$ cat src/hw/rtl/obpt_pkg.sv
// obpt_pkg: shared types, codes and command/status structs for the order book position table
// used by obpt_ctrl, obpt_dpath and order_book_position_table_core; no dependencies
package obpt_pkg;

  // operation codes carried in the input tuser
  localparam logic [2:0] OP_ADD   = 3'd0;
  localparam logic [2:0] OP_DEL   = 3'd1;
  localparam logic [2:0] OP_MOD   = 3'd2;
  localparam logic [2:0] OP_CLEAR = 3'd3;
  localparam logic [2:0] OP_TRADE = 3'd4;
  localparam logic [2:0] OP_INC   = 3'd5;

  // result status codes
  localparam logic [1:0] STS_OK        = 2'd0;
  localparam logic [1:0] STS_NOT_FOUND = 2'd1;
  localparam logic [1:0] STS_RANGE     = 2'd2;
  localparam logic [1:0] STS_CLAMPED   = 2'd3;

  localparam int POS_W = 12;

  // one table entry
  typedef struct packed {
    logic [63:0] order_id;
    logic [31:0] price;
    logic [31:0] quantity;
    logic [7:0]  lot_type;
    logic [7:0]  order_type;
  } entry_t;

  typedef enum logic [3:0] {
    ST_INIT, ST_IDLE, ST_DECODE, ST_CLEAR, ST_SEARCH, ST_SWAIT, ST_FOUND,
    ST_DEL_SHIFT, ST_DEL_DRAIN, ST_DEL_ZERO, ST_ADD_SHIFT, ST_ADD_DRAIN,
    ST_ADD_WRITE, ST_UPDATE, ST_DONE
  } state_t;

  typedef enum logic [2:0] {
    CNT_HOLD, CNT_CLR, CNT_IDX1, CNT_TOP, CNT_INC, CNT_DEC
  } cnt_op_t;

  typedef enum logic [2:0] {
    WR_NONE, WR_ZERO_ALL, WR_SHIFT_UP, WR_SHIFT_DN, WR_ZERO_LAST, WR_NEW, WR_UPD
  } wr_kind_t;

  typedef enum logic [2:0] {
    RES_NONE, RES_OK_POS, RES_NOT_FOUND, RES_RANGE, RES_OK_IDX, RES_CLEAR
  } res_kind_t;

  // controller to datapath
  typedef struct packed {
    logic      cap_in;
    logic      rd_en;
    logic      srch;
    logic      res_load;
    cnt_op_t   cnt;
    wr_kind_t  wr;
    res_kind_t res;
  } dp_cmd_t;

  // datapath to controller
  typedef struct packed {
    logic [2:0] op;
    logic       id_zero;
    logic       pos_ok;
    logic       pos_last;
    logic       pos_eq_idx;
    logic       idx_last;
    logic       hit;
    logic       miss;
    logic       trade_zero;
    logic       cnt_last;
    logic       cnt_at_pos;
    logic       out_busy;
  } dp_sts_t;

endpackage

$ cat src/hw/rtl/obpt_ctrl.sv
// obpt_ctrl: sequencer for search, shift, update and clearing sweeps
// depends on obpt_pkg
module obpt_ctrl import obpt_pkg::*; (
  input  logic    clk,
  input  logic    rst_n,
  input  logic    in_valid,
  output logic    in_ready,
  input  dp_sts_t sts,
  output dp_cmd_t cmd
);

  state_t    state_r, state_nxt;
  res_kind_t res_r, res_nxt;
  logic      mv_r, mv_nxt;

  // state register
  always_ff @(posedge clk) begin
    if (!rst_n) begin
      state_r <= ST_INIT;
      res_r   <= RES_NONE;
      mv_r    <= 1'b0;
    end else begin
      state_r <= state_nxt;
      res_r   <= res_nxt;
      mv_r    <= mv_nxt;
    end
  end

  // next state and commands
  always_comb begin
    state_nxt = state_r;
    res_nxt   = res_r;
    mv_nxt    = mv_r;
    cmd       = '0;
    cmd.cnt   = CNT_HOLD;
    cmd.wr    = WR_NONE;
    cmd.res   = res_r;
    in_ready  = (state_r == ST_IDLE);
    unique case (state_r)
      ST_INIT: begin
        cmd.wr  = WR_ZERO_ALL;
        cmd.cnt = CNT_INC;
        if (sts.cnt_last) state_nxt = ST_IDLE;
      end
      ST_IDLE: begin
        if (in_valid && in_ready) begin
          cmd.cap_in = 1'b1;
          state_nxt  = ST_DECODE;
        end
      end
      ST_DECODE: begin
        mv_nxt = 1'b0;
        unique case (sts.op)
          OP_ADD: begin
            if (!sts.pos_ok) begin
              res_nxt   = RES_RANGE;
              state_nxt = ST_DONE;
            end else begin
              res_nxt   = RES_OK_POS;
              cmd.cnt   = CNT_TOP;
              state_nxt = sts.pos_last ? ST_ADD_WRITE : ST_ADD_SHIFT;
            end
          end
          OP_CLEAR: begin
            res_nxt   = RES_CLEAR;
            cmd.cnt   = CNT_CLR;
            state_nxt = ST_CLEAR;
          end
          OP_DEL, OP_MOD, OP_TRADE, OP_INC: begin
            if (sts.id_zero) begin
              res_nxt   = RES_NOT_FOUND;
              state_nxt = ST_DONE;
            end else begin
              cmd.cnt   = CNT_CLR;
              state_nxt = ST_SEARCH;
            end
          end
          default: begin
            res_nxt   = RES_NONE;
            state_nxt = ST_DONE;
          end
        endcase
      end
      ST_CLEAR: begin
        cmd.wr  = WR_ZERO_ALL;
        cmd.cnt = CNT_INC;
        if (sts.cnt_last) state_nxt = ST_DONE;
      end
      ST_SEARCH: begin
        cmd.srch = 1'b1;
        if (sts.hit) begin
          state_nxt = ST_FOUND;
        end else begin
          cmd.rd_en = 1'b1;
          cmd.cnt   = CNT_INC;
          if (sts.cnt_last) state_nxt = ST_SWAIT;
        end
      end
      ST_SWAIT: begin
        cmd.srch = 1'b1;
        if (sts.hit) begin
          state_nxt = ST_FOUND;
        end else if (sts.miss) begin
          res_nxt   = RES_NOT_FOUND;
          state_nxt = ST_DONE;
        end
      end
      ST_FOUND: begin
        res_nxt = RES_OK_IDX;
        if (sts.op == OP_INC ||
            (sts.op == OP_TRADE && !sts.trade_zero) ||
            (sts.op == OP_MOD && sts.pos_eq_idx)) begin
          state_nxt = ST_UPDATE;
        end else if (sts.op == OP_MOD && !sts.pos_ok) begin
          res_nxt   = RES_RANGE;
          state_nxt = ST_DONE;
        end else begin
          // remove the entry, a move then reinserts it
          mv_nxt    = (sts.op == OP_MOD);
          cmd.cnt   = CNT_IDX1;
          state_nxt = sts.idx_last ? ST_DEL_ZERO : ST_DEL_SHIFT;
        end
      end
      ST_DEL_SHIFT: begin
        cmd.rd_en = 1'b1;
        cmd.wr    = WR_SHIFT_UP;
        cmd.cnt   = CNT_INC;
        if (sts.cnt_last) state_nxt = ST_DEL_DRAIN;
      end
      ST_DEL_DRAIN: begin
        cmd.wr    = WR_SHIFT_UP;
        state_nxt = ST_DEL_ZERO;
      end
      ST_DEL_ZERO: begin
        cmd.wr = WR_ZERO_LAST;
        if (mv_r) begin
          cmd.cnt   = CNT_TOP;
          state_nxt = sts.pos_last ? ST_ADD_WRITE : ST_ADD_SHIFT;
        end else begin
          state_nxt = ST_DONE;
        end
      end
      ST_ADD_SHIFT: begin
        cmd.rd_en = 1'b1;
        cmd.wr    = WR_SHIFT_DN;
        cmd.cnt   = CNT_DEC;
        if (sts.cnt_at_pos) state_nxt = ST_ADD_DRAIN;
      end
      ST_ADD_DRAIN: begin
        cmd.wr    = WR_SHIFT_DN;
        state_nxt = ST_ADD_WRITE;
      end
      ST_ADD_WRITE: begin
        cmd.wr    = WR_NEW;
        state_nxt = ST_DONE;
      end
      ST_UPDATE: begin
        cmd.wr    = WR_UPD;
        state_nxt = ST_DONE;
      end
      ST_DONE: begin
        // hold here while the previous result still waits
        if (!sts.out_busy) begin
          cmd.res_load = 1'b1;
          state_nxt    = ST_IDLE;
        end
      end
      default: begin
        state_nxt = ST_IDLE;
      end
    endcase
  end

endmodule

$ cat config.mk
export PLATFORM = sky130hd
export DESIGN_NAME = obpt_ctrl
export DESIGN_NICKNAME = d
export VERILOG_FILES = /design/src/hw/rtl/obpt_pkg.sv /design/src/hw/rtl/obpt_ctrl.sv
export SDC_FILE = /design/constraint.sdc
export NUM_CORES = 1
export LEC_CHECK = 0
export ABC_AREA = 1
export BUFFER_PORTS_ARGS = -buffer_cell sky130_fd_sc_hd__buf_2
export CORE_UTILIZATION = 25
export CTS_BUF_LIST = sky130_fd_sc_hd__clkbuf_8
export CTS_CLUSTER_DIAMETER = 200
export DETAILED_ROUTE_END_ITERATION = 10
export SYNTH_ARGS = -nofsm -noshare
export SYNTH_HDL_FRONTEND = slang
export SYNTH_SLANG_ARGS = --single-unit
export TNS_END_PERCENT = 5
$ cat constraint.sdc
create_clock -name clk -period 2 [get_ports clk]
set_clock_uncertainty 0.05 [all_clocks]
set_input_delay 0.2 -clock clk [delete_from_list [all_inputs] [get_ports clk]]
set_output_delay 0.2 -clock clk [all_outputs]
set_load 0.05 [all_outputs]
[Word-level counts from Yosys, hierarchy flattened]
Index checks and enable logic that the tools add are counted.
Cells by class
  equal/unequal tests: 32
  mux-type cells: 46
  reductions and logical operators: 23
Operators with widths (count)
  4-bit two-way mux: 14
  4-bit one-hot mux with 14 select lines: 1
  3-bit one-hot mux with 6 select lines: 2
  4-bit equality test, second input constant: 7
  3-bit two-way mux: 9
  2-bit inequality test, second input constant: 9
  3-bit one-hot mux with 3 select lines: 2
  4-bit by 3-bit equality test with 1-bit output, second input constant: 4
  4-bit one-hot mux with 3 select lines: 1
  2-bit OR reduction: 6
  2-bit two-way mux: 5
  1-bit two-way mux: 9
  3-bit inequality test, second input constant: 3
  4-bit by 2-bit equality test with 1-bit output, second input constant: 2
  8-bit AND reduction: 1
  3-bit by 2-bit equality test with 1-bit output, second input constant: 2
  3-bit equality test, second input constant: 2
  2-bit one-hot mux with 3 select lines: 1
  4-bit by 1-bit equality test with 1-bit output, second input constant: 1
  1-bit logical AND: 4
  4-bit zero test: 1
  1-bit one-hot mux with 2 select lines: 2
  4-bit AND reduction: 1
  4-bit OR reduction: 1
  9 further kinds: 11
Word-level totals
  register bits after elaboration: 8
  input bits: 17

[Longest topological paths before layout]
Gate-level depths: netlist of run 1.
  depth after elaboration: 6
  gate-level depth with buffers: 11
  mapped depth without buffers: 11

[Worst setup path after synthesis of run 1]
OpenSTA, ideal clock, no wires.
  path type: register to output
  start point: reg state_r[2]
  end point: out cmd[9] in the netlist's numbering
  stages on the path, launching flop included: 3
  data required time: 1.750 ns
  setup slack: 0.069 ns
  arrival time: 1.681 ns
  cells stage by stage: dfxtp_1 > nand2_1 > nor3_1
RTL lines
  from (decl): RTL line obpt_ctrl.sv:12  | state_t state_r, state_nxt;
  from (signal assigned): RTL line obpt_ctrl.sv:23  | state_r <= state_nxt;
  to (decl): RTL line obpt_ctrl.sv:9  | output dp_cmd_t cmd

==> results of run 1 <==
-- state kept, by name (all words and copies together), names as in the netlist --
name and flops:
mv_r 1, res_r 3, state_r 4
-- synth_stat cells (all sizes together) --
cell    count
nand2      71
nor2       39
inv        30
nand3      13
a21oi       8
dfxtp       8
o21ai       8
nand4       5
o211ai      3
nor3        2
a31oi       1
and2        1
buf         1
nand3b      1
nor4        1
o21a        1
o21bai      1
o22ai       1
o31ai       1
or3         1
-- per-stage QoR --
stage               setup WS, ns  cell area, µm²  instances  utilization (%)
global placement           0.380            1220        275             32.3
global route              0.0189            1260        278             33.4
finish                     0.132            1260        278             33.4
CTS                        0.152            1260        278             33.4
floorplan                 0.0691            1010        197                -
detailed placement         0.396            1220        275             32.3
-- power breakdown --
| group | internal (W) | switching (W) |
|---|---|---|
| Combinational | 0.000110 | 0.000291 |
| Clock | 0.000130 | 0.0000637 |
| Sequential | 0.000175 | 0.0000150 |
| Total | 0.000415 | 0.000370 |
-- critical path, delay by kind of cell, from the launching register on --
kind                   cells  cell delay [ns]
buffers and inverters      2             0.40
and+or+nand+nor            5             0.51
DFF                        1             0.47
-- kinds of logic after synthesis --
| kind of cell | Yosys count | synth area share (%) |
|---|---|---|
| DFF | 8 | 15.9 |
| AOI/OAI and AO/OA | 24 | 13.6 |
| and+or+nand+nor | 134 | 58.6 |
| buffers and inverters | 31 | 11.9 |
-- path summary, 6_finish.rpt --
| check | from | to | slack, ns | cells past startpoint |
|---|---|---|---|---|
| min reg2reg | res_r[0] | res_r[0] | 0.42 | 2 |
| max | state_r[1] | cmd[7] | 0.13 | 7 |
| min | rst_n | res_r[2] | 0.19 | 3 |
| max reg2reg | state_r[1] | state_r[0] | 0.38 | 10 |
-- routing by layer --
metal  routed length [µm]  vias to the layer above  global-route usage [%]  share of wire (%)
met5                    0                        -                       0                  0
met4                   44                        0                    5.98                1.5
met3                  130                        4                    2.26                4.5
met2                 1250                       30                    23.1                 43
met1                 1460                      544                    18.1                 51
li1                     -                      693                       -                  -
-- cell type report --
type,count,area (µm²)
inverters,30,113
clock buffers,3,41.3
multi-input cells,158,728
repair buffers,31,158
fillers,420,2510
flip-flops and latches,8,160
well taps,48,60.1
==> results.ini, run 1 <==
[run_status]
status=complete, no violations

[power_and_ir_drop]
power_w=0.000785
p_per_area_nw_per_um2=623
ir_drop_mv=0.238
p_leak_nw=0.721

[synth]
synth.distinct_cells=25
syn_area_um2=1010
synth_seq_cells=8
yosys_warnings=0
syn-num-nets=214
seq_area_frac_synth_pct=15.9
synth_largest_area_cell=nand2_1
yosys-top-cells-area=nand2_1, dfxtp_1, nor2_1
synth_top_cell_area_share_pct=23.8
syn_avg_cell_area_um2=5.12
syn_inst=197

[cts]
clock_latency_ns=0.23
cts_buffers=3
cts_tree=yes
postCtsSetupBuffers=0
cts.sinks=8
cts-root-buf=clkbuf_8
clockBufferDepth=2
cts_resized=0
cts.clk_slew.worst_paths_ns=0.05
cts_max_level=1
holdBufCountCts=0

[critical_path]
endpoint_kind=output port
cp_slowest_cell=dfxtp_1
cp.required_ns=1.75
cp.arrival_ns=1.62
cp_max_fo=8
critPathMaxStageDelay_ns=0.47
critPathKind=flop to output port
crit_chain=nand2_2, inv_1, nand2_2, nor2_1, nand2_1, nand3_1, buf_2
cpMostUsedCell=nand2_2
cp-start-kind=flop

[placement]
post-dp-hpwl_um=2400
gp_congestion=0.897
portBuffers=30

[floorplan]
io_pins=31
rows=22
initial_utilization_pct=26.7
dieArea_um2=4290
fp.dieW_um=65.5
fp.coreArea_um2=3770
die_y_um=65.5

[route]
drt_iter0_drc=82
routed_wl_um=2880
vias_per_cell=4.57
vias=1271
ant_nets=0
wl_per_cell_um=10.4
drc=0
first_pass_iters=4

[global_route]
grt_pass1_vias=1123
overflow=0
grt_pass1_wl_um=4720
grt_antenna_before_repair=0
grt_usage_pct=14.1
grt_max_degree=9

[cells_and_area]
layout_commonest_cell=nand2_1
final_cell_mix=nand2_1, nor2_1, buf_2, inv_1, nand3_1
drive_gt1_share_pct=22.2
n_antenna_cell=0
nets=249
area_growth_pct=24.9

[sta]
fin_setup_tns_ns=0
finalHoldViolCount=0
max_freq_mhz=535
hold_ws_ns=0.193
worst_pin_slew_ns=0.326
period_needed_ns=1.87
period_share_pct=93.4
maxSlewHeadroom_pct=78.1
finalSetupViolCount=0
grt_setup_unrepaired=no
slew_viol_final=0

[min_path]
hold_path.class=input port to flop

[flow_run]
cap_violations=0

(Power assumes the default switching activity.)
==> run 2, diff against run 1 <==
- RECOVER_POWER: default -> 50
==> run 2 against run 1 <==
Net effect:
- via count is 0.31% higher
- highest routed layer unchanged
- cell area decreased by 0.99%
- sequential power about the same
==> results.ini, run 2 (same netlist as run 1, synthesis figures left out) <==
[cts]
cts_resized=0  ; unchanged
cts.clk_slew.worst_paths_ns=0.05  ; about the same
cts_buffers=3  ; unchanged
cts.sinks=8  ; unchanged
cts_max_level=1  ; unchanged
holdBufCountCts=0  ; unchanged
cts-root-buf=clkbuf_8
clock_latency_ns=0.23  ; about the same
clockBufferDepth=2  ; unchanged
postCtsSetupBuffers=0  ; unchanged
cts_tree=yes

[critical_path]
cp-start-kind=flop
critPathTopFamily=simple AND/OR/NAND/NOR gates
cpMostUsedCell=nand2_1
cp_slowest_cell=dfxtp_1
cp_max_fo=8  ; unchanged
cp.arrival_ns=1.66  ; +0.04 ns
ff2ff_setup_slack_ns=0.30  ; -0.08 ns
crit_chain=nand2_1, inv_1, nand2_2, nor2_1, nand2_1, nand3_1, buf_2
endpoint_kind=output port
critPathMaxStageDelay_ns=0.46  ; about the same
cp.required_ns=1.75  ; about the same
critPathBufInv=2  ; unchanged
critPathKind=flop to output port

[cells_and_area]
n_antenna_cell=0  ; unchanged
multiInputGateArea_um2=723  ; -0.69%
largest_registers=state_r x4, res_r x3, mv_r x1
final_cell_mix=nand2_1, nor2_1, inv_1, buf_2, nand3_1
largest_register=state_r
layout_commonest_cell=nand2_1
nets=249  ; unchanged
drive_gt1_share_pct=18.3  ; -3.9 points
area_growth_pct=23.7
seqCellArea_um2=160  ; unchanged
nFillCells=424  ; +0.95%
largest_register_ffs=4  ; unchanged

[route]
highest_layer=met4
wl_per_cell_um=10.3  ; -0.52%
ant_nets=0  ; unchanged
vias_per_cell=4.59  ; +0.31%
vias=1275  ; +0.31%
drc=0  ; unchanged
routed_wl_um=2870  ; -0.52%
drt_iter0_drc=69  ; -16%
met3WireLength_um=153  ; +18%
wl_met2_um=1250  ; -0.24%
first_pass_iters=4  ; unchanged
wl_met1_um=1420  ; -2.5%

[sta]
grt_setup_unrepaired=no
slew_viol_final=0  ; unchanged
maxSlewHeadroom_pct=59.8  ; -18 points
fin_setup_tns_ns=0  ; unchanged
finalHoldViolCount=0  ; unchanged
final.setup.worst_slack_ns=0.0873  ; -0.0445 ns
worst_pin_slew_ns=0.606  ; +0.280 ns
period_share_pct=95.6  ; +2.2 points
finalSetupViolCount=0  ; unchanged
period_needed_ns=1.91  ; +0.0445 ns
max_freq_mhz=523  ; -2.3%

[floorplan]
dieArea_um2=4290  ; unchanged
initial_utilization_pct=26.7  ; unchanged
fp.dieW_um=65.5  ; unchanged
rows=22  ; unchanged
die_y_um=65.5  ; unchanged
io_pins=31  ; unchanged
fp.coreArea_um2=3770  ; unchanged

[placement]
post-dp-hpwl_um=2400  ; unchanged
dp_slack_ns=0.396  ; unchanged
gp_congestion=0.897  ; unchanged
portBuffers=30  ; unchanged

[flow_run]
cap_violations=0  ; unchanged

[global_route]
overflow=0  ; unchanged
grt_pass1_wl_um=4720  ; unchanged
grt_antenna_before_repair=0  ; unchanged
grt_usage_pct=14.1  ; unchanged
grt_max_degree=9  ; unchanged
grt_pass1_vias=1123  ; unchanged

[power_and_ir_drop]
p_leak_nw=0.695  ; -3.5%
ir_drop_mv=0.237  ; -0.54%
p_per_area_nw_per_um2=626  ; +0.44%
power_w=0.000781  ; -0.56%

[min_path]
hold_path.class=input port to flop

[run_status]
status=complete, no violations

run 2: cell count changes in the layout (fill, tap and decap cells not counted):
cell / previous run / this run
buf_2: 30 / 23
nor2_1: 34 / 35
nor2_2: 3 / 2
clkbuf_1: 0 / 6
nand2_2: 6 / 5
clkbuf_2: 0 / 1
inv_2: 5 / 4
inv_1: 25 / 26
nand2_1: 64 / 65
run 2: power breakdown:
group / internal [W] / total [W] / switching (W) / leakage (nW)
logic: 0.000106 / 0.000397 / 0.000291 / 0.609
clock network: 0.000130 / 0.000194 / 0.0000639 / 0.0216
registers: 0.000175 / 0.000189 / 0.0000148 / 0.0649
run 2: per-layer routing:
layer	up-vias	GRT usage, %
met2	37	23.1
met4	0	5.98
li1	694	-
met1	540	18.1
met5	-	0
met3	4	2.26
run 2: path summary, 6_finish.rpt:
kind / end / cells after the start / from
min reg2reg: res_r[0] / 2 / res_r[0]
max reg2reg: res_r[1] / 9 / state_r[1]
min: res_r[2] / 3 / rst_n
max: cmd[7] / 7 / state_r[1]
run 2: area by class of cell:
class                           count  share of cell area [%]
Multi-Input combinational cell    158                    58.0
Sequential cell                     8                    12.8
Timing Repair Buffer               31                    12.0
Clock buffer                        3                    3.31
Tap cell                           48                    4.81
Inverter                           30                    9.03
run 2: stage by stage:
| step | utilization, % | cells | area (µm²) | hold WS (ns) |
|---|---|---|---|---|
| global placement | 32.3 | 275 | 1220 | 0.419 |
| finish | 33.1 | 278 | 1250 | 0.194 |
| CTS | 33.4 | 278 | 1260 | 0.188 |
| floorplan | - | 197 | 1010 | 0.276 |
| detailed placement | 32.3 | 275 | 1220 | 0.408 |
| global route | 33.1 | 278 | 1250 | 0.202 |
run 2: tightest hold or removal path, delay by kind of cell:
kind | cells | cell delay, ns
AND/OR/NAND/NOR | 2 | 0.10
buffers and inverters | 1 | 0.13
